File: src/design/svpwm_pkg.sv
// ----------------------------------------------------------------------------
// svpwm_pkg
// Shared types, constants and the sine table generator for the SVPWM duty
// calculation unit.
// ----------------------------------------------------------------------------
`default_nettype none

package svpwm_pkg;

  // Configuration register indexes
  localparam logic REG_PERIOD  = 1'b0;
  localparam logic REG_ROT_DIR = 1'b1;

  localparam int ANGLE_LIMIT  = 360;
  localparam int SECTOR_SPAN  = 60;
  localparam int PROD_SHIFT   = 8;
  localparam int ROM_DEPTH    = 61;

  // Q31 constants for the Taylor series sine
  localparam logic [63:0] PI_Q31   = 64'd6746518852;
  localparam logic [63:0] HALF_Q31 = 64'd1073741824;
  localparam logic [63:0] TAYLOR_DIV [1:10] = '{
    64'd6, 64'd20, 64'd42, 64'd72, 64'd110,
    64'd156, 64'd210, 64'd272, 64'd342, 64'd420
  };

  typedef struct packed {
    logic [15:0] period;
    logic        rotation_dir;
  } cfg_t;

  // decode stage -> multiply stage
  typedef struct packed {
    logic [15:0] amplitude;
    logic [15:0] rom_t1;     // S(60 - offset in sector)
    logic [15:0] rom_t2;     // S(offset in sector)
    logic [2:0]  sector;
    logic        ok;
  } dec_t;

  // multiply stage -> phase stage
  typedef struct packed {
    logic [23:0] t1_raw;
    logic [23:0] t2_raw;
    logic [2:0]  sector;
    logic        ok;
  } mul_t;

  // round(scale * sin(k deg)), evaluated at elaboration only
  function automatic logic [15:0] sine_rom(input logic [31:0] scale, input int k);
    logic [63:0] x;
    logic [63:0] x2;
    logic [63:0] term;
    logic [63:0] sum;
    logic [63:0] rv;
    int          n;
    x    = (PI_Q31 * 64'(k) + 64'd90) / 64'd180;
    x2   = (x * x + HALF_Q31) >> 31;
    term = x;
    sum  = x;
    for (n = 1; n <= 10; n++) begin
      term = ((term * x2 + HALF_Q31) >> 31) / TAYLOR_DIV[n];
      if (n % 2 == 1) begin
        sum = sum - term;
      end else begin
        sum = sum + term;
      end
    end
    if (k == 0) begin
      rv = 64'd0;
    end else if (k == 30) begin
      rv = (64'(scale) + 64'd1) >> 1;
    end else begin
      rv = (64'(scale) * sum + HALF_Q31) >> 31;
    end
    return rv[15:0];
  endfunction

endpackage

`default_nettype wire

File: src/design/svpwm_decode.sv
// ----------------------------------------------------------------------------
// svpwm_decode
// Range check, sector split and sine table lookup; registered output.
// ----------------------------------------------------------------------------
`default_nettype none

module svpwm_decode #(
  parameter int SINE_SCALE = 256
) (
  input  wire logic              clk,
  input  wire logic              en,
  input  wire logic [15:0]       angle,
  input  wire logic [15:0]       amplitude,
  output svpwm_pkg::dec_t        dec
);
  import svpwm_pkg::*;

  logic [15:0] rom [0:ROM_DEPTH-1];

  for (genvar k = 0; k < ROM_DEPTH; k++) begin : g_rom
    assign rom[k] = sine_rom(32'(SINE_SCALE), k);
  end

  logic       ok;
  logic [8:0] a9;
  logic [2:0] sector;
  logic [8:0] base;
  logic [5:0] sub_angle;
  logic [5:0] idx_t1;

  assign ok = (angle < 16'(ANGLE_LIMIT));
  assign a9 = angle[8:0];

  always_comb begin
    if (a9 >= 9'(5 * SECTOR_SPAN)) begin
      sector = 3'd5;
    end else if (a9 >= 9'(4 * SECTOR_SPAN)) begin
      sector = 3'd4;
    end else if (a9 >= 9'(3 * SECTOR_SPAN)) begin
      sector = 3'd3;
    end else if (a9 >= 9'(2 * SECTOR_SPAN)) begin
      sector = 3'd2;
    end else if (a9 >= 9'(SECTOR_SPAN)) begin
      sector = 3'd1;
    end else begin
      sector = 3'd0;
    end
  end

  assign base = 9'(SECTOR_SPAN) * 9'(sector);

  // Out-of-range angles point at entry 0 so the lookup stays in the table.
  always_comb begin
    logic [8:0] diff;
    diff      = a9 - base;
    sub_angle = ok ? diff[5:0] : 6'd0;
    idx_t1    = 6'(SECTOR_SPAN) - sub_angle;
  end

  always_ff @(posedge clk) begin
    if (en) begin
      dec.amplitude <= amplitude;
      dec.rom_t1    <= rom[idx_t1];
      dec.rom_t2    <= rom[sub_angle];
      dec.sector    <= ok ? sector : 3'd0;
      dec.ok        <= ok;
    end
  end

endmodule

`default_nettype wire

File: src/design/svpwm_times.sv
// ----------------------------------------------------------------------------
// svpwm_times
// Raw active times: amplitude times sine entry, shifted; registered output.
// ----------------------------------------------------------------------------
`default_nettype none

module svpwm_times (
  input  wire logic              clk,
  input  wire logic              en,
  input  svpwm_pkg::dec_t        dec,
  output svpwm_pkg::mul_t        mul
);
  import svpwm_pkg::*;

  logic [31:0] p1;
  logic [31:0] p2;

  assign p1 = 32'(dec.amplitude) * 32'(dec.rom_t1);
  assign p2 = 32'(dec.amplitude) * 32'(dec.rom_t2);

  always_ff @(posedge clk) begin
    if (en) begin
      mul.t1_raw <= p1[31:PROD_SHIFT];
      mul.t2_raw <= p2[31:PROD_SHIFT];
      mul.sector <= dec.sector;
      mul.ok     <= dec.ok;
    end
  end

endmodule

`default_nettype wire

File: src/design/svpwm_phase.sv
// ----------------------------------------------------------------------------
// svpwm_phase
// Clamp, zero time and per-sector phase assignment; drives the result
// register.
// ----------------------------------------------------------------------------
`default_nettype none

module svpwm_phase (
  input  wire logic              clk,
  input  wire logic              en,
  input  svpwm_pkg::mul_t        mul,
  input  svpwm_pkg::cfg_t        cfg,
  output logic [16:0]            duty_a,
  output logic [16:0]            duty_b,
  output logic [16:0]            duty_c,
  output logic [2:0]             sector_num,
  output logic                   angle_ok
);
  import svpwm_pkg::*;

  logic [15:0] t1;
  logic [15:0] t2;
  logic [16:0] t_sum;
  logic [16:0] diff;
  logic [14:0] t0;
  logic        t1_first;
  logic [15:0] first;
  logic [15:0] second;
  logic [16:0] d_low;
  logic [16:0] d_mid;
  logic [16:0] d_hi;
  logic [16:0] a_next;
  logic [16:0] b_next;
  logic [16:0] c_next;

  assign t1 = (mul.t1_raw > 24'(cfg.period)) ? cfg.period : mul.t1_raw[15:0];
  assign t2 = (mul.t2_raw > 24'(cfg.period)) ? cfg.period : mul.t2_raw[15:0];

  assign t_sum = 17'(t1) + 17'(t2);
  assign diff  = 17'(cfg.period) - t_sum;
  // negative remainder saturates at zero
  assign t0    = diff[16] ? 15'd0 : diff[15:1];

  assign t1_first = (mul.sector[0] == 1'b0) == cfg.rotation_dir;
  assign first    = t1_first ? t1 : t2;
  assign second   = t1_first ? t2 : t1;

  assign d_low = 17'(t0);
  assign d_mid = d_low + 17'(first);
  assign d_hi  = d_mid + 17'(second);

  always_comb begin
    case (mul.sector)
      3'd0: begin a_next = d_low; b_next = d_mid; c_next = d_hi;  end
      3'd1: begin a_next = d_mid; b_next = d_low; c_next = d_hi;  end
      3'd2: begin a_next = d_hi;  b_next = d_low; c_next = d_mid; end
      3'd3: begin a_next = d_hi;  b_next = d_mid; c_next = d_low; end
      3'd4: begin a_next = d_mid; b_next = d_hi;  c_next = d_low; end
      3'd5: begin a_next = d_low; b_next = d_hi;  c_next = d_mid; end
      default: begin a_next = d_low; b_next = d_mid; c_next = d_hi; end
    endcase
  end

  always_ff @(posedge clk) begin
    if (en) begin
      duty_a     <= mul.ok ? a_next : 17'd0;
      duty_b     <= mul.ok ? b_next : 17'd0;
      duty_c     <= mul.ok ? c_next : 17'd0;
      sector_num <= mul.ok ? mul.sector : 3'd0;
      angle_ok   <= mul.ok;
    end
  end

endmodule

`default_nettype wire

File: src/design/svpwm_duty_calc_unit.sv
// ----------------------------------------------------------------------------
// svpwm_duty_calc_unit
// Space-vector PWM duty calculation: angle and amplitude in, three phase
// compare values, sector and angle-valid flag out.
// ----------------------------------------------------------------------------
// Usage:
//   Input channel  : in_valid / in_stall carry one beat of {angle, amplitude}.
//   Output channel : out_valid / out_stall carry one beat of
//                    {duty_a, duty_b, duty_c, sector_num, angle_ok}.
//   Config port    : cfg_we, cfg_index, cfg_data; index 0 is the PWM period
//                    count, index 1 is rotation_dir (bit 0). Write only when idle.
//   Pipeline       : input reg -> decode/ROM reg -> multiply reg -> result reg.
//   Throughput     : one beat per cycle while out_stall is low, set by the
//                    four-stage pipeline with one ROM read pair and one multiplier pair per beat.
//   Angles of 360 or more give angle_ok = 0 with zero duties and sector 0;
//   the consumer keeps its previous compare values.
//   Reset          : all stage valids clear, registers return to
//                    period = 1000 and rotation_dir = 1.
//   Stall          : when out_stall holds a result, stages keep filling until
//                    every stage is full, then in_stall rises. Bubbles are
//                    squeezed out, so no beat is lost or repeated.
// ----------------------------------------------------------------------------
`default_nettype none

module svpwm_duty_calc_unit #(
  parameter int SINE_SCALE = 256
) (
  input  wire logic        clk,
  input  wire logic        rst,
  // config
  input  wire logic        cfg_we,
  input  wire logic        cfg_index,
  input  wire logic [15:0] cfg_data,
  // input channel
  input  wire logic        in_valid,
  output logic             in_stall,
  input  wire logic [15:0] angle,
  input  wire logic [15:0] amplitude,
  // output channel
  output logic             out_valid,
  input  wire logic        out_stall,
  output logic [16:0]      duty_a,
  output logic [16:0]      duty_b,
  output logic [16:0]      duty_c,
  output logic [2:0]       sector_num,
  output logic             angle_ok
);
  import svpwm_pkg::*;

  // Config registers
  cfg_t cfg;

  always_ff @(posedge clk) begin
    if (rst) begin
      cfg.period       <= 16'd1000;
      cfg.rotation_dir <= 1'b1;
    end else if (cfg_we) begin
      case (cfg_index)
        REG_PERIOD:  cfg.period       <= cfg_data;
        REG_ROT_DIR: cfg.rotation_dir <= cfg_data[0];
        default: ;
      endcase
    end
  end

  // Stage valids and advance chain. A stage loads when it is empty or the
  // stage after it moves on this cycle.
  logic v_in;
  logic v_dec;
  logic v_mul;
  logic adv_out;
  logic adv_mul;
  logic adv_dec;
  logic adv_in;

  assign adv_out = !out_valid || !out_stall;
  assign adv_mul = !v_mul || adv_out;
  assign adv_dec = !v_dec || adv_mul;
  assign adv_in  = !v_in  || adv_dec;
  assign in_stall = !adv_in;

  always_ff @(posedge clk) begin
    if (rst) begin
      v_in      <= 1'b0;
      v_dec     <= 1'b0;
      v_mul     <= 1'b0;
      out_valid <= 1'b0;
    end else begin
      if (adv_in)  v_in      <= in_valid;
      if (adv_dec) v_dec     <= v_in;
      if (adv_mul) v_mul     <= v_dec;
      if (adv_out) out_valid <= v_mul;
    end
  end

  // Input register (payload only)
  logic [15:0] angle_q;
  logic [15:0] amplitude_q;

  always_ff @(posedge clk) begin
    if (adv_in) begin
      angle_q     <= angle;
      amplitude_q <= amplitude;
    end
  end

  dec_t dec;
  mul_t mul;

  svpwm_decode #(
    .SINE_SCALE (SINE_SCALE)
  ) u_decode (
    .clk       (clk),
    .en        (adv_dec),
    .angle     (angle_q),
    .amplitude (amplitude_q),
    .dec       (dec)
  );

  svpwm_times u_times (
    .clk (clk),
    .en  (adv_mul),
    .dec (dec),
    .mul (mul)
  );

  svpwm_phase u_phase (
    .clk        (clk),
    .en         (adv_out),
    .mul        (mul),
    .cfg        (cfg),
    .duty_a     (duty_a),
    .duty_b     (duty_b),
    .duty_c     (duty_c),
    .sector_num (sector_num),
    .angle_ok   (angle_ok)
  );

endmodule

`default_nettype wire

File: config.mk
export PLATFORM = sky130hd
export DESIGN_NAME = svpwm_duty_calc_unit
export DESIGN_NICKNAME = d
export VERILOG_FILES = /design/src/design/svpwm_pkg.sv /design/src/design/svpwm_decode.sv /design/src/design/svpwm_times.sv /design/src/design/svpwm_phase.sv /design/src/design/svpwm_duty_calc_unit.sv
export SDC_FILE = /design/constraint.sdc
export NUM_CORES = 1
export LEC_CHECK = 0
export ABC_CLOCK_PERIOD_IN_PS = 15800
export BUFFER_PORTS_ARGS = -buffer_cell sky130_fd_sc_hd__buf_4
export CELL_PAD_IN_SITES_DETAIL_PLACEMENT = 1
export CELL_PAD_IN_SITES_GLOBAL_PLACEMENT = 2
export CORE_MARGIN = 5
export CORE_UTILIZATION = 45
export DETAILED_ROUTE_END_ITERATION = 10
export GPL_TIMING_DRIVEN = 0
export PLACE_DENSITY_LB_ADDON = 0.12
export SYNTH_ARGS = -nofsm -noshare
export SYNTH_HDL_FRONTEND = slang
export SYNTH_HIERARCHICAL = 1
export SYNTH_SLANG_ARGS = --single-unit
File: constraint.sdc
create_clock -name clk -period 15.8 [get_ports clk]
set_input_delay 0.79 -clock clk [delete_from_list [all_inputs] [get_ports clk]]
set_output_delay 0.79 -clock clk [all_outputs]
set_load 0.05 [all_outputs]
## Word level (Yosys, flattened, before mapping)

Memory sizes are Yosys's and may differ from the RTL's. A register that Yosys moved wholly into a read port is not among the register bits.
Index checks and enable logic that the tools add are counted.

| word-level totals | value |
|---|---|
| output and inout port bits | 57 |
| bits in registers | 180 |
| ROM bits | 2048 |
| logic and storage cells | 81 |
| memories | 2 |

| cells by class | value |
|---|---|
| reductions and logical operators | 18 |
| $mul | 3 |
| equal/unequal tests | 6 |
| magnitude comparators | 8 |
| add/subtract/negate cells | 6 |
| bitwise logic cells | 4 |
| multiplexer cells | 14 |

Memory list:

| name | depth | bits a word | rd ports | clocked after memory_dff | write ports | RTL line | source |
|---|---|---|---|---|---|---|---|
| (name not given) | 64 | 16 | 1 | 1 | 0 | svpwm_decode.sv:63 | `dec.rom_t1 <= rom[idx_t1];` |
| (name not given) | 64 | 16 | 1 | 1 | 0 | svpwm_decode.sv:64 | `dec.rom_t2 <= rom[sub_angle];` |

Operators with widths:

| cell | number |
|---|---|
| 17-bit case mux with 2 select lines | 3 |
| 16-bit by 16-bit multiplier with 32-bit output | 2 |
| 16-bit 2-to-1 mux | 4 |
| 24-bit by 16-bit greater-than comparator with 1-bit output | 2 |
| 9-bit by 8-bit >= comparator with 1-bit output (second input constant) | 2 |
| 15-bit by 16-bit adder with 17-bit output | 1 |
| 16-bit by 16-bit adder with 17-bit output | 1 |
| 17-bit by 16-bit adder with 17-bit output | 1 |
| 16-bit by 17-bit subtractor with 17-bit output | 1 |
| 16-bit by 9-bit less-than comparator with 1-bit output (second input constant) | 1 |
| 15-bit 2-to-1 mux | 1 |
| 6-bit inverter with 7-bit output | 2 |
| 3-bit 2-to-1 mux | 4 |
| 2-bit OR reduction | 6 |
| 9-bit by 6-bit >= comparator with 1-bit output (second input constant) | 1 |
| 9-bit by 7-bit >= comparator with 1-bit output (second input constant) | 1 |
| 9-bit >= comparator (second input constant) | 1 |
| 3-bit by 2-bit equality test with 1-bit output (second input constant) | 2 |
| 3-bit equality test (second input constant) | 2 |
| 1-bit zero test | 6 |
| 6-bit 2-to-1 mux | 1 |
| 6-bit subtractor | 1 |
| 6-bit subtractor (first input constant) | 1 |
| 1-bit logical OR | 4 |
| other kinds (6) | 8 |

## Depth between registers and ports, before layout

Gate-level depths: netlist (run 1).

| logic depth | value |
|---|---|
| depth after elaboration | 11 |
| depth in mapped cells | 39 |
| depth with buffers taken out | 38 |

## Hierarchy

The synthesis (run 1) kept the hierarchy.

Modules (own cells, without submodules):

| module | area an instance (um^2) | seq. area each (um^2) | instances | cells an instance |
|---|---|---|---|---|
| svpwm_times | 17800.8 | 1561.5 | 1 | 1891 |
| svpwm_phase | 6970.4 | 1651.6 | 1 | 805 |
| svpwm_decode | 3270.6 | 1081.0 | 1 | 354 |
| svpwm_duty_calc_unit | 1750.4 | 1381.3 | 1 | 125 |

## Least setup slack after synthesis (run 1)

Ideal clock, no wire load.

| timing path | value |
|---|---|
| path type | register -> register |
| start | register, netlist name cfg[2] |
| end | register u_phase.duty_c[14], data pin |
| cell stages (with the launch flop) | 39 |
| data required time | 15.536 ns |
| data arrival time | 8.007 ns |
| setup time | 0.264 ns |
| setup slack | 7.529 ns |
| cells stage by stage | dfxtp_1 > inv_1 > ha_1 > nor2b_1 > o211ai_1 > a21oi_1 > o21bai_1 > a21oi_2 > buf_2 > mux2i_1 > inv_1 > fa_1 > inv_1 > ha_1 > a21o_1 > or3_1 > o2111ai_2 > a21boi_2 > (+3 left out) > buf_8 > and2_4 > ha_1 > nor2b_1 > o2111ai_1 > nand4b_1 > a31o_2 > xnor2_1 > inv_1 > ha_1 > or2_2 > a21oi_1 > a31oi_1 > a21o_1 > a21oi_1 > xor2_1 > nor3_1 > o41a_1 |

| between the ends | value |
|---|---|
| longest elaborated chain between the ends | 8 |
| elaborated cells on any way between the ends | 12 |
| those cells by class | 4 x add/sub; 2 x order compare; 6 x mux |

Ends and longest elaborated chain:

| what | RTL line | source |
|---|---|---|
| 24-bit by 16-bit greater-than comparator with 1-bit output (on tied branches) | svpwm_phase.sv:36, svpwm_phase.sv:37 |  |
| 16-bit 2-to-1 mux (on tied branches) | svpwm_phase.sv:36, svpwm_phase.sv:37 |  |
| 16-bit by 16-bit adder with 17-bit output | svpwm_phase.sv:39 | `assign t_sum = 17'(t1) + 17'(t2);` |
| 16-bit by 17-bit subtractor with 17-bit output | svpwm_phase.sv:40 | `assign diff = 17'(cfg.period) - t_sum;` |
| 15-bit 2-to-1 mux | svpwm_phase.sv:42 | `assign t0 = diff[16] ? 15'd0 : diff[15:1];` |
| 15-bit by 16-bit adder with 17-bit output | svpwm_phase.sv:49 | `assign d_mid = d_low + 17'(first);` |
| 17-bit by 16-bit adder with 17-bit output | svpwm_phase.sv:50 | `assign d_hi = d_mid + 17'(second);` |
| 17-bit case mux with 2 select lines * | svpwm_phase.sv:53 | `case (mul.sector)` |
| to (signal assigned) | svpwm_phase.sv:68 | `duty_c <= mul.ok ? c_next : 17'd0;` |
| to (decl) | svpwm_phase.sv:15 | `output logic [16:0] duty_c,` |

Mark *: on every way between the ends. The rest lies on a longest branch, timed or not.
A chain may end at the register's enable or synchronous reset.

## Worst setup path in the final report (run 1)

| timing path | value |
|---|---|
| start | register, netlist name u_times/mul[27] |
| end | register u_phase.duty_c[16], data pin |

| between the ends | value |
|---|---|
| longest elaborated chain between the ends | 8 |
| elaborated cells on any way between the ends | 10 |
| those cells by class | 4 x add/sub; 1 x order compare; 5 x mux |

Ends and longest elaborated chain:

| what | RTL line | source |
|---|---|---|
| 24-bit by 16-bit greater-than comparator with 1-bit output * | svpwm_phase.sv:37 | `assign t2 = (mul.t2_raw > 24'(cfg.period)) ? cfg.period : mul.t2_raw[15:0];` |
| 16-bit 2-to-1 mux * | svpwm_phase.sv:37 |  |
| 16-bit by 16-bit adder with 17-bit output | svpwm_phase.sv:39 |  |
| 16-bit by 17-bit subtractor with 17-bit output | svpwm_phase.sv:40 |  |
| 15-bit 2-to-1 mux | svpwm_phase.sv:42 |  |
| 15-bit by 16-bit adder with 17-bit output | svpwm_phase.sv:49 |  |
| 17-bit by 16-bit adder with 17-bit output | svpwm_phase.sv:50 |  |
| 17-bit case mux with 2 select lines * | svpwm_phase.sv:53 |  |

Marked as above.

==> metrics.txt, run 1 <==
Slew @ Worst Pin=1.17 ns; # DRC=0; Max Fclk=0.0939 GHz; Lkg Pwr=16.2 nW; post-synth top area cell=fa_1; CTS Buffer Depth=2; First-pass DRT Iterations=6; relative slew slack=21.7%; Avg Cell Area, Syn=9.38 um2; fin crit period=10.64 ns; Die ar.=71500 um2; Yosys cell types=98; Avg Vias per Cell=5.52; Die X=267 um; CTS root buf=clkbuf_16; Psw=2.93 mW; Worst setup SP type=register; Mapped Area=29800 um2; FF/Latch Area=5680 um2; final setup fails=0; Main synth FF type=edfxtp_1; WL final=97200 um; first-pass GRT wire length=149000 um; critical-path cell with the highest stage delay=nor4_1; largest cells by area after synthesis=fa_1, edfxtp_1, ha_1, inv_1, and2_1; Synth async-reset ratio=0%; DR WL/cell=23.2 um; placed insts=4167; WP data arrival=10.96 ns; post-synthesis cell count=3175; vias in the first global route=25600; count leader, synth=inv_1; Port Buf Inserts=110; final hold vios=0; mux contribution to synthesized area=2.48%; final period utilization=67.4%; slowest stage delay, CP=0.88 ns; RSZ-0062 raised after global routing=no; Hold Crit Class=reg2reg; die span in y=267 um; Clk pwr share=7.9%; largest net degree at the start of global routing=46; Final Non-Filler Cells=4198; main combinational cell family by area after synthesis=adder cells; Crit Path Category=reg2reg; sw frac=51.3%; Fin Setup TNS=0 ns; Rows=94; Synth Area in Simple Gates=14.9%; total congestion overflow=0; CTS tree=yes; status=completed; Area Growth Syn to Fin=8.83%; Synth Area in Adders=40.3%; ANT cells=0; Initial Util=45.3%; initial antenna violation count=9; worst IR drop on VDD=0.190 mV; CP Capture Type=register; post-route ant nets=0; CTS sink count=196; sequential share of power=15.4%; Combinational Power Share=76.8%; fillers=7577; Yosys top cell area share=27.3%; Post-synth EDFFs=175; internal power=2.78 mW; hpwl dp=80800 um; Max Cap Violations=0; clock-pin slew on the worst setup and hold paths=0.08 ns; Yosys reg bits=196; core area=65700 um2; IO Pins=111; xor and xnor area share after synthesis=3.07%; clk_lat worst skew=0.50 ns; share of layout cells above drive strength 1=7.35%; CTS buffer count=17; GP Congestion=0.892; # Post-CTS Setup Buffers=0; register area share after synthesis=19.1%; Post-CTS Resized=0; Clock Skews=0.0167 ns; P per Cell Area=176 nW/um2; htree depth=4; compound-gate portion of the synthesized area=10.7%; worst-path fanout max=10; DR iter-0 viols=1669; vias after detailed routing=23200; # nets final=4092; multi-input logic area=21400 um2; hold_buf cts=0; Synth warnings=6; Tot GR Track Use=27.3%; Max Slew Vio Count=0; commonest cells in the netlist=inv_1, fa_1, nand2_1; Worst EP required=16.11 ns
-- cell type report --
cell class,count,share of cell area [%]
buffer,146,2.16
clock buffer,17,1.31
clock inverter,14,0.486
inverter,558,6.50
multi-input combinational,2290,66.0
sequential,196,17.5
tap,864,3.33
timing repair buffer,113,2.76
-- worst max-delay path, delay by kind of cell, from the launching register on --
kind                     cells  cell delay (ns)
AND/OR/NAND/NOR              9             3.82
adder cells (fa/ha/maj)      4             1.51
buffers and inverters        4             0.53
multiplexers                 1             0.30
flip-flops                   1             0.38
AO/OA/AOI/OAI               15             3.51
XOR/XNOR                     1             0.39
-- power by group through the flow --
stage / clock, mW / combinational [mW] / sequential (mW)
after detailed placement: 0 / 4.23 / 0.888
final: 0.449 / 4.38 / 0.878
after CTS: 0.463 / 4.24 / 0.878
after global routing: 0.485 / 4.94 / 0.884
after global placement: 0 / 4.06 / 0.887
after floorplan: 0 / 3.17 / 0.859
-- metal layers --
| layer | vias to the layer above | global-route usage (%) | wire length (um) |
|---|---|---|---|
| met3 | 148 | 5.54 | 6290 |
| met5 | - | 0 | 0 |
| met2 | 662 | 45.6 | 46400 |
| met4 | 0 | 8.42 | 3100 |
| met1 | 11800 | 36.2 | 41400 |
| li1 | 10600 | - | - |
-- registers in the layout, summed over array words and instances (netlist names) --
register,count
amplitude_q,16
angle_q,16
u_phase/sector_num,3
cfg,17
v_dec,1
u_phase/duty_b,17
u_phase/angle_ok,1
v_in,1
v_mul,1
u_decode/dec,36
u_phase/duty_a,17
u_phase/duty_c,17
out_valid,1
u_times/mul,52
-- placed cells by master, fill, tap and decap left out, drive strengths merged, types with 15 or more instances in the layout --
cell / instances
edfxtp: 175
nand2: 396
and2: 256
a31oi: 20
mux2i: 66
fa: 406
o22ai: 22
clkbuf: 127
inv: 562
ha: 310
a21o: 47
nor2: 104
nor3: 22
nand3: 34
a22oi: 21
a211oi: 21
o21ai: 73
conb: 16
o21a: 19
o21bai: 15
buf: 149
xnor2: 56
dfxtp: 21
a21oi: 158
xor2: 44
-- through the flow --
step | utilization (%) | power, mW | hold slack, ns | cell area (um2) | setup slack [ns]
floorplan | - | 4.02 | 0.400 | 29800 | 7.53
global placement | 48.3 | 4.95 | 0.403 | 31800 | 5.61
detailed placement | 48.4 | 5.12 | 0.406 | 31800 | 5.33
CTS | 49.3 | 5.58 | 0.416 | 32400 | 5.28
global route | 49.3 | 6.31 | 0.423 | 32400 | 4.64
finish | 49.3 | 5.71 | 0.413 | 32400 | 5.16
-- final timing paths --
| kind | depth (start not counted) | startpoint | end | slack, ns |
|---|---|---|---|---|
| setup / recovery | 34 | u_times/mul[27] | u_phase/duty_c[16] | 5.16 |
| hold / removal | 0 | amplitude_q[14] | u_decode/dec[50] | 0.41 |
| setup reg to reg | 34 | u_times/mul[27] | u_phase/duty_c[16] | 5.16 |
| hold reg to reg | 0 | amplitude_q[14] | u_decode/dec[50] | 0.41 |
-- cells by family after synthesis --
logic type                 count (synthesis)
other                                      1
buffers and inverters                    704
DFF                                      196
muxes                                     72
AOI/OAI and AO/OA                        480
xor gates and xnor gates                 100
adders and majority gates                717
and+or+nand+nor                          905
Power figures use the tool's default switching activity.
==> run 2, diff against run 1 <==
--- a/config.mk
+++ b/config.mk
@@ -5,12 +5,12 @@
 export SDC_FILE = /design/constraint.sdc
 export NUM_CORES = 1
 export LEC_CHECK = 0
-export ABC_CLOCK_PERIOD_IN_PS = 15800
+export ABC_CLOCK_PERIOD_IN_PS = 11100
 export BUFFER_PORTS_ARGS = -buffer_cell sky130_fd_sc_hd__buf_4
 export CELL_PAD_IN_SITES_DETAIL_PLACEMENT = 1
 export CELL_PAD_IN_SITES_GLOBAL_PLACEMENT = 2
 export CORE_MARGIN = 5
-export CORE_UTILIZATION = 45
+export CORE_UTILIZATION = 42
 export DETAILED_ROUTE_END_ITERATION = 10
 export GPL_TIMING_DRIVEN = 0
 export PLACE_DENSITY_LB_ADDON = 0.12
==> constraint.sdc (replaced) <==
create_clock -name clk -period 11.1 [get_ports clk]
set_input_delay 0.555 -clock clk [delete_from_list [all_inputs] [get_ports clk]]
set_output_delay 0.555 -clock clk [all_outputs]
set_load 0.05 [all_outputs]
==> run 2 against run 1 <==
Clock-buffer cell count stayed put. Largest cell class unchanged. Sequential power up 40%. Critical path type unchanged. Critical endpoint is now u_phase/duty_a[16]. Sequential share of layout area decreased by 0.093 points.
==> metrics.txt, run 2 (same netlist as run 1, synthesis figures left out) <==
Die ar.=76400 um2 (+6.9%); commonest non-fill, non-tap cell in the layout=inv_1; DR iter-0 viols=1177 (-29%); htree depth=4 (unchanged); Max Cap Violations=0 (unchanged); die span in y=276 um (+3.4%); clk_lat worst skew=0.52 ns (+0.02 ns); P per Cell Area=267 nW/um2 (+51%); RSZ-0062 raised after global routing=no; worst IR drop on VDD=0.246 mV (+29%); fillers=8156 (+7.6%); DR WL/cell=23.2 um (+0.42%); relative slew slack=23.8% (+2.1 points); Tot GR Track Use=25.9% (-1.5 points); Slew @ Worst Pin=1.14 ns (-0.0228 ns); initial antenna violation count=4 (-5); final setup fails=0 (unchanged); Biggest register=u_times/mul; hpwl dp=82000 um (+1.4%); final core occ=46.5% (-2.8 points); Lkg Pwr=16.2 nW (+0.19%); CTS Buffer Depth=2 (unchanged); Psw=4.70 mW (+60%); Final Non-Filler Cells=4275 (+1.8%); post-route ant nets=0 (unchanged); final worst-path setup slack=0.788 ns (-4.37 ns); CP top delay family=compound AO/OA/AOI/OAI gates; Combinational Power Share=77.7% (+0.9 points); ANT cells=0 (unchanged); Die X=276 um (+3.4%); Rows=97 (+3.2%); internal power=4.00 mW (+44%); core area=70100 um2 (+6.7%); cell area after placement=31900 um2 (+0.28%); CTS root buf=clkbuf_16; # DRC=0 (unchanged); sw frac=54.1% (+2.7 points); CP Buf/Inv Count=7 (+3); placed insts=4243 (+1.8%); Clock Skews=0.0396 ns (+0.0229 ns); Largest regs=u_times/mul (52), u_decode/dec (36); Max Fclk=0.0970 GHz (+3.2%); WP data arrival=10.63 ns (-0.33 ns); Area Growth Syn to Fin=9.42%; status=completed; fin area=32600 um2 (+0.54%); Avg Vias per Cell=5.40 (-2.0%); Hold Crit Class=in2reg; worst slack, placed=0.508 ns (-4.82 ns); worst-path fanout max=10 (unchanged); CP Capture Type=register; slowest stage delay, CP=0.54 ns (-0.34 ns); # nets final=4092 (unchanged); first-pass GRT wire length=153000 um (+2.8%); Crit Path Category=reg2reg; CTS tree=yes; vias in the first global route=25700 (+0.57%); most frequent cells in the layout=inv_1, fa_1, nand2_1; Worst setup SP type=register; final period utilization=92.9% (+26 points); Max Slew Vio Count=0 (unchanged); share of layout cells above drive strength 1=7.41% (+0.058 points); max reg flops=52 (unchanged); IO Pins=111 (unchanged); critical-path cell with the highest stage delay=dfxtp_1; total congestion overflow=0 (unchanged); WL final=99400 um (+2.3%); First-pass DRT Iterations=5 (-1); CTS buffer count=17 (unchanged); final hold vios=0 (unchanged); sequential share of power=14.2% (-1.2 points); GP Congestion=0.913 (+2.4%); Initial Util=42.5% (-2.8 points); Worst EP required=11.42 ns (-4.69 ns); FF/Latch Area=5680 um2 (unchanged); Clk pwr share=8.1% (+0.2 points); fin crit period=10.31 ns (-0.333 ns); CTS sink count=196 (unchanged); multi-input logic area=21400 um2 (+0.12%); Fin Setup TNS=0 ns (unchanged); vias after detailed routing=23100 (-0.23%); clock-pin slew on the worst setup and hold paths=0.10 ns (+0.02 ns); Port Buf Inserts=110 (unchanged); largest net degree at the start of global routing=54 (+17%); # Post-CTS Setup Buffers=0 (unchanged)
==> run 2: changes by cell type in the layout (fill, tap and decap cells not counted), moves of 2 or more <==
cell / delta
a21oi_2: -2
inv_6: -2
inv_12: +4
a21oi_4: +2
==> run 2: cell type report <==
cell class,count,share of cell area (%)
Multi-Input combinational cell,2290,65.7
Clock buffer,17,1.31
Inverter,558,6.46
Clock inverter,15,0.668
Buffer,146,2.15
Tap cell,940,3.61
Sequential cell,196,17.4
Timing Repair Buffer,113,2.72
==> run 2: power by group through the flow <==
stage | clock [mW] | sequential [mW] | combinational, mW
global route | 0.753 | 1.25 | 7.51
detailed placement | 0 | 1.25 | 6.49
floorplan | 0 | 1.22 | 4.51
global placement | 0 | 1.25 | 6.29
finish | 0.705 | 1.23 | 6.76
CTS | 0.727 | 1.24 | 6.53
==> run 2: per-stage QoR <==
stage | hold slack, ns | power [mW]
floorplan | 0.400 | 5.73
global placement | 0.402 | 7.54
detailed placement | 0.405 | 7.75
CTS | 0.183 | 8.50
global route | 0.191 | 9.51
finish | 0.218 | 8.70
==> run 2: final timing paths <==
kind	cells past startpoint	end	start	slack, ns
setup / recovery	38	u_phase/duty_a[16]	cfg[2]	0.79
setup reg to reg	38	u_phase/duty_a[16]	cfg[2]	0.79
hold reg to reg	0	u_decode/dec[41]	amplitude_q[5]	0.42
hold / removal	1	amplitude_q[7]	amplitude[7]	0.22
==> run 2: repair_timing <==
action / 4_1_cts / 5_1_grt
gates resized for setup: 0 / 4
hold buffers: 0 / 0
endpoints found under the setup margin: 0 / 6
==> run 2: routing by layer <==
layer	wire, um	vias up	global-route usage, %
li1	-	10600	-
met1	43100	11900	33.6
met2	49400	531	45.5
met3	3920	141	3.13
met4	2980	0	7.86
met5	0	-	0
==> run 3, diff against run 2 <==
--- a/config.mk
+++ b/config.mk
@@ -14,6 +14,7 @@
 export DETAILED_ROUTE_END_ITERATION = 10
 export GPL_TIMING_DRIVEN = 0
 export PLACE_DENSITY_LB_ADDON = 0.12
+export RECOVER_POWER = 100
 export SYNTH_ARGS = -nofsm -noshare
 export SYNTH_HDL_FRONTEND = slang
 export SYNTH_HIERARCHICAL = 1
==> run 3 against run 2 <==
The flow now finishes with violations (max-capacitance violations, max-slew violations). Clock power about the same. Maximum frequency down 1.1%. Largest cell class unchanged. Clock-buffer cell count is the same. First-iteration DRC count grew 5.8%. Power is 0.21% lower. Register-to-register slack got worse by 0.11 ns. Highest routed layer unchanged. Die area unchanged. Via count barely moved.
==> metrics.txt, run 3 (same netlist as run 1, synthesis figures left out) <==
CP Buf/Inv Count=5 (-2); Tot GR Track Use=25.9% (unchanged); Clock Skews=0.0390 ns (-0.000536 ns); First-pass DRT Iterations=6 (+1); fin crit period=10.42 ns (+0.112 ns); vias in the first global route=25700 (unchanged); critical-path cell with the highest stage delay=nor4_1; Port Buf Inserts=110 (unchanged); Largest regs=u_times/mul (52), u_decode/dec (36); largest net degree at the start of global routing=54 (unchanged); htree depth=4 (unchanged); first-pass GRT wire length=153000 um (unchanged); Die ar.=76400 um2 (unchanged); DR iter-0 viols=1245 (+5.8%); post-route ant nets=0 (unchanged); commonest non-fill, non-tap cell in the layout=inv_1; Hold WS=0.240 ns (+0.0227 ns); Avg Vias per Cell=5.40 (about the same); max reg flops=52 (unchanged); IO Pins=111 (unchanged); hold_buf cts=0 (unchanged); relative slew slack=-92.5% (-120 points); Max Cap Violations=4 (+4); share of layout cells above drive strength 1=4.98% (-2.4 points); CP Capture Type=register; CTS buffer count=17 (unchanged); Tot Pwr=8.68 mW (-0.21%); initial antenna violation count=4 (unchanged); # nets final=4092 (unchanged); Lkg Pwr=15.9 nW (-2.0%); hpwl dp=82000 um (unchanged); Max Slew Vio Count=163 (+163); DR WL/cell=23.2 um (-0.13%); most frequent cells in the layout=inv_1, fa_1, nand2_1; # DRC=0 (unchanged); Max Fclk=0.0959 GHz (-1.1%); core area=70100 um2 (unchanged); CP top delay family=simple AND/OR/NAND/NOR gates; slowest stage delay, CP=0.55 ns (about the same); GP Congestion=0.913 (unchanged); Area Growth Syn to Fin=8.13%; CTS sink count=196 (unchanged); Rows=97 (unchanged); final period utilization=93.9% (+1.0 points); die span in y=276 um (unchanged); Slew @ Worst Pin=2.88 ns (+1.74 ns); Final Non-Filler Cells=4276 (+0.023%); clock-pin slew on the worst setup and hold paths=0.10 ns (about the same); RSZ-0062 raised after global routing=no; placed insts=4243 (unchanged); Worst setup SP type=register; Hold Crit Class=in2reg; WP data arrival=10.67 ns (+0.04 ns); total congestion overflow=0 (unchanged); Crit Path Category=reg2reg; CTS Buffer Depth=2 (unchanged); worst IR drop on VDD=0.243 mV (-1.0%); Initial Util=42.5% (unchanged); WL final=99300 um (-0.11%); clk_lat worst skew=0.52 ns (about the same); final setup fails=0 (unchanged); Worst EP required=11.34 ns (-0.08 ns); Biggest register=u_times/mul; final hold vios=0 (unchanged); failing checks=max-capacitance violations, max-slew violations; Fin Setup TNS=0 ns (unchanged); P per Cell Area=269 nW/um2 (+0.98%); status=complete, but fails checks; Die X=276 um (unchanged); vias after detailed routing=23100 (+0.026%); CTS tree=yes; CTS root buf=clkbuf_16; worst-path fanout max=10 (unchanged)
## run 3: power by group
group | internal, mW | leakage [nW] | switching [mW]
combinational | 2.51 | 13.5 | 4.23
clock | 0.318 | 0.308 | 0.386
sequential | 1.15 | 2.14 | 0.0808
total | 3.99 | 15.9 | 4.69
## run 3: worst register-to-register path, delay by kind of cell (launching register included)
kind	cells	cell delay [ns]
flip-flops	1	0.53
XOR/XNOR	2	0.90
AO/OA/AOI/OAI	12	2.53
buffers and inverters	5	0.68
AND/OR/NAND/NOR	11	2.84
multiplexers	1	0.43
adder cells (fa/ha/maj)	6	2.25
## run 3: stage by stage
| step | instance area (um2) | setup slack, ns | utilization (%) |
|---|---|---|---|
| after floorplan | 29800 | 2.83 | - |
| after global placement | 31900 | 0.675 | 45.4 |
| after detailed placement | 31900 | 0.508 | 45.5 |
| after CTS | 32600 | 0.454 | 46.4 |
| after global routing | 32200 | 0.165 | 45.9 |
| final | 32200 | 0.676 | 45.9 |
## run 3: worst paths after layout
check                                    start            endpoint  slack, ns  depth (start not counted)
worst max-delay path                    cfg[2]  u_phase/duty_c[14]       0.68                         37
worst min-delay path              amplitude[7]      amplitude_q[7]       0.24                          1
worst max register to register          cfg[2]  u_phase/duty_c[14]       0.68                         37
worst min register to register  amplitude_q[5]    u_decode/dec[41]       0.42                          0
## run 3: area by class of cell
| cell class | count | area [um2] |
|---|---|---|
| Inverter | 558 | 2100 |
| Sequential cell | 196 | 5680 |
| Fill cell | 8202 | 37900 |
| Timing Repair Buffer | 113 | 619 |
| Buffer | 146 | 672 |
| Clock buffer | 17 | 425 |
| Tap cell | 940 | 1180 |
| Multi-Input combinational cell | 2290 | 21300 |
| Clock inverter | 15 | 218 |
| Antenna cell | 1 | 2.50 |
## run 3: repair_timing
action                                  in CTS  in global routing
endpoints found under the setup margin       0                  6
buffers inserted                             0                  0
gates resized for setup                      0                  4
## run 3: layer usage
metal | GRT usage, % | share of wire (%) | vias to the layer above
li1 | - | - | 10600
met1 | 33.6 | 44 | 11900
met2 | 45.5 | 50 | 484
met3 | 3.13 | 3.4 | 133
met4 | 7.86 | 3.0 | 0
met5 | 0 | 0 | -
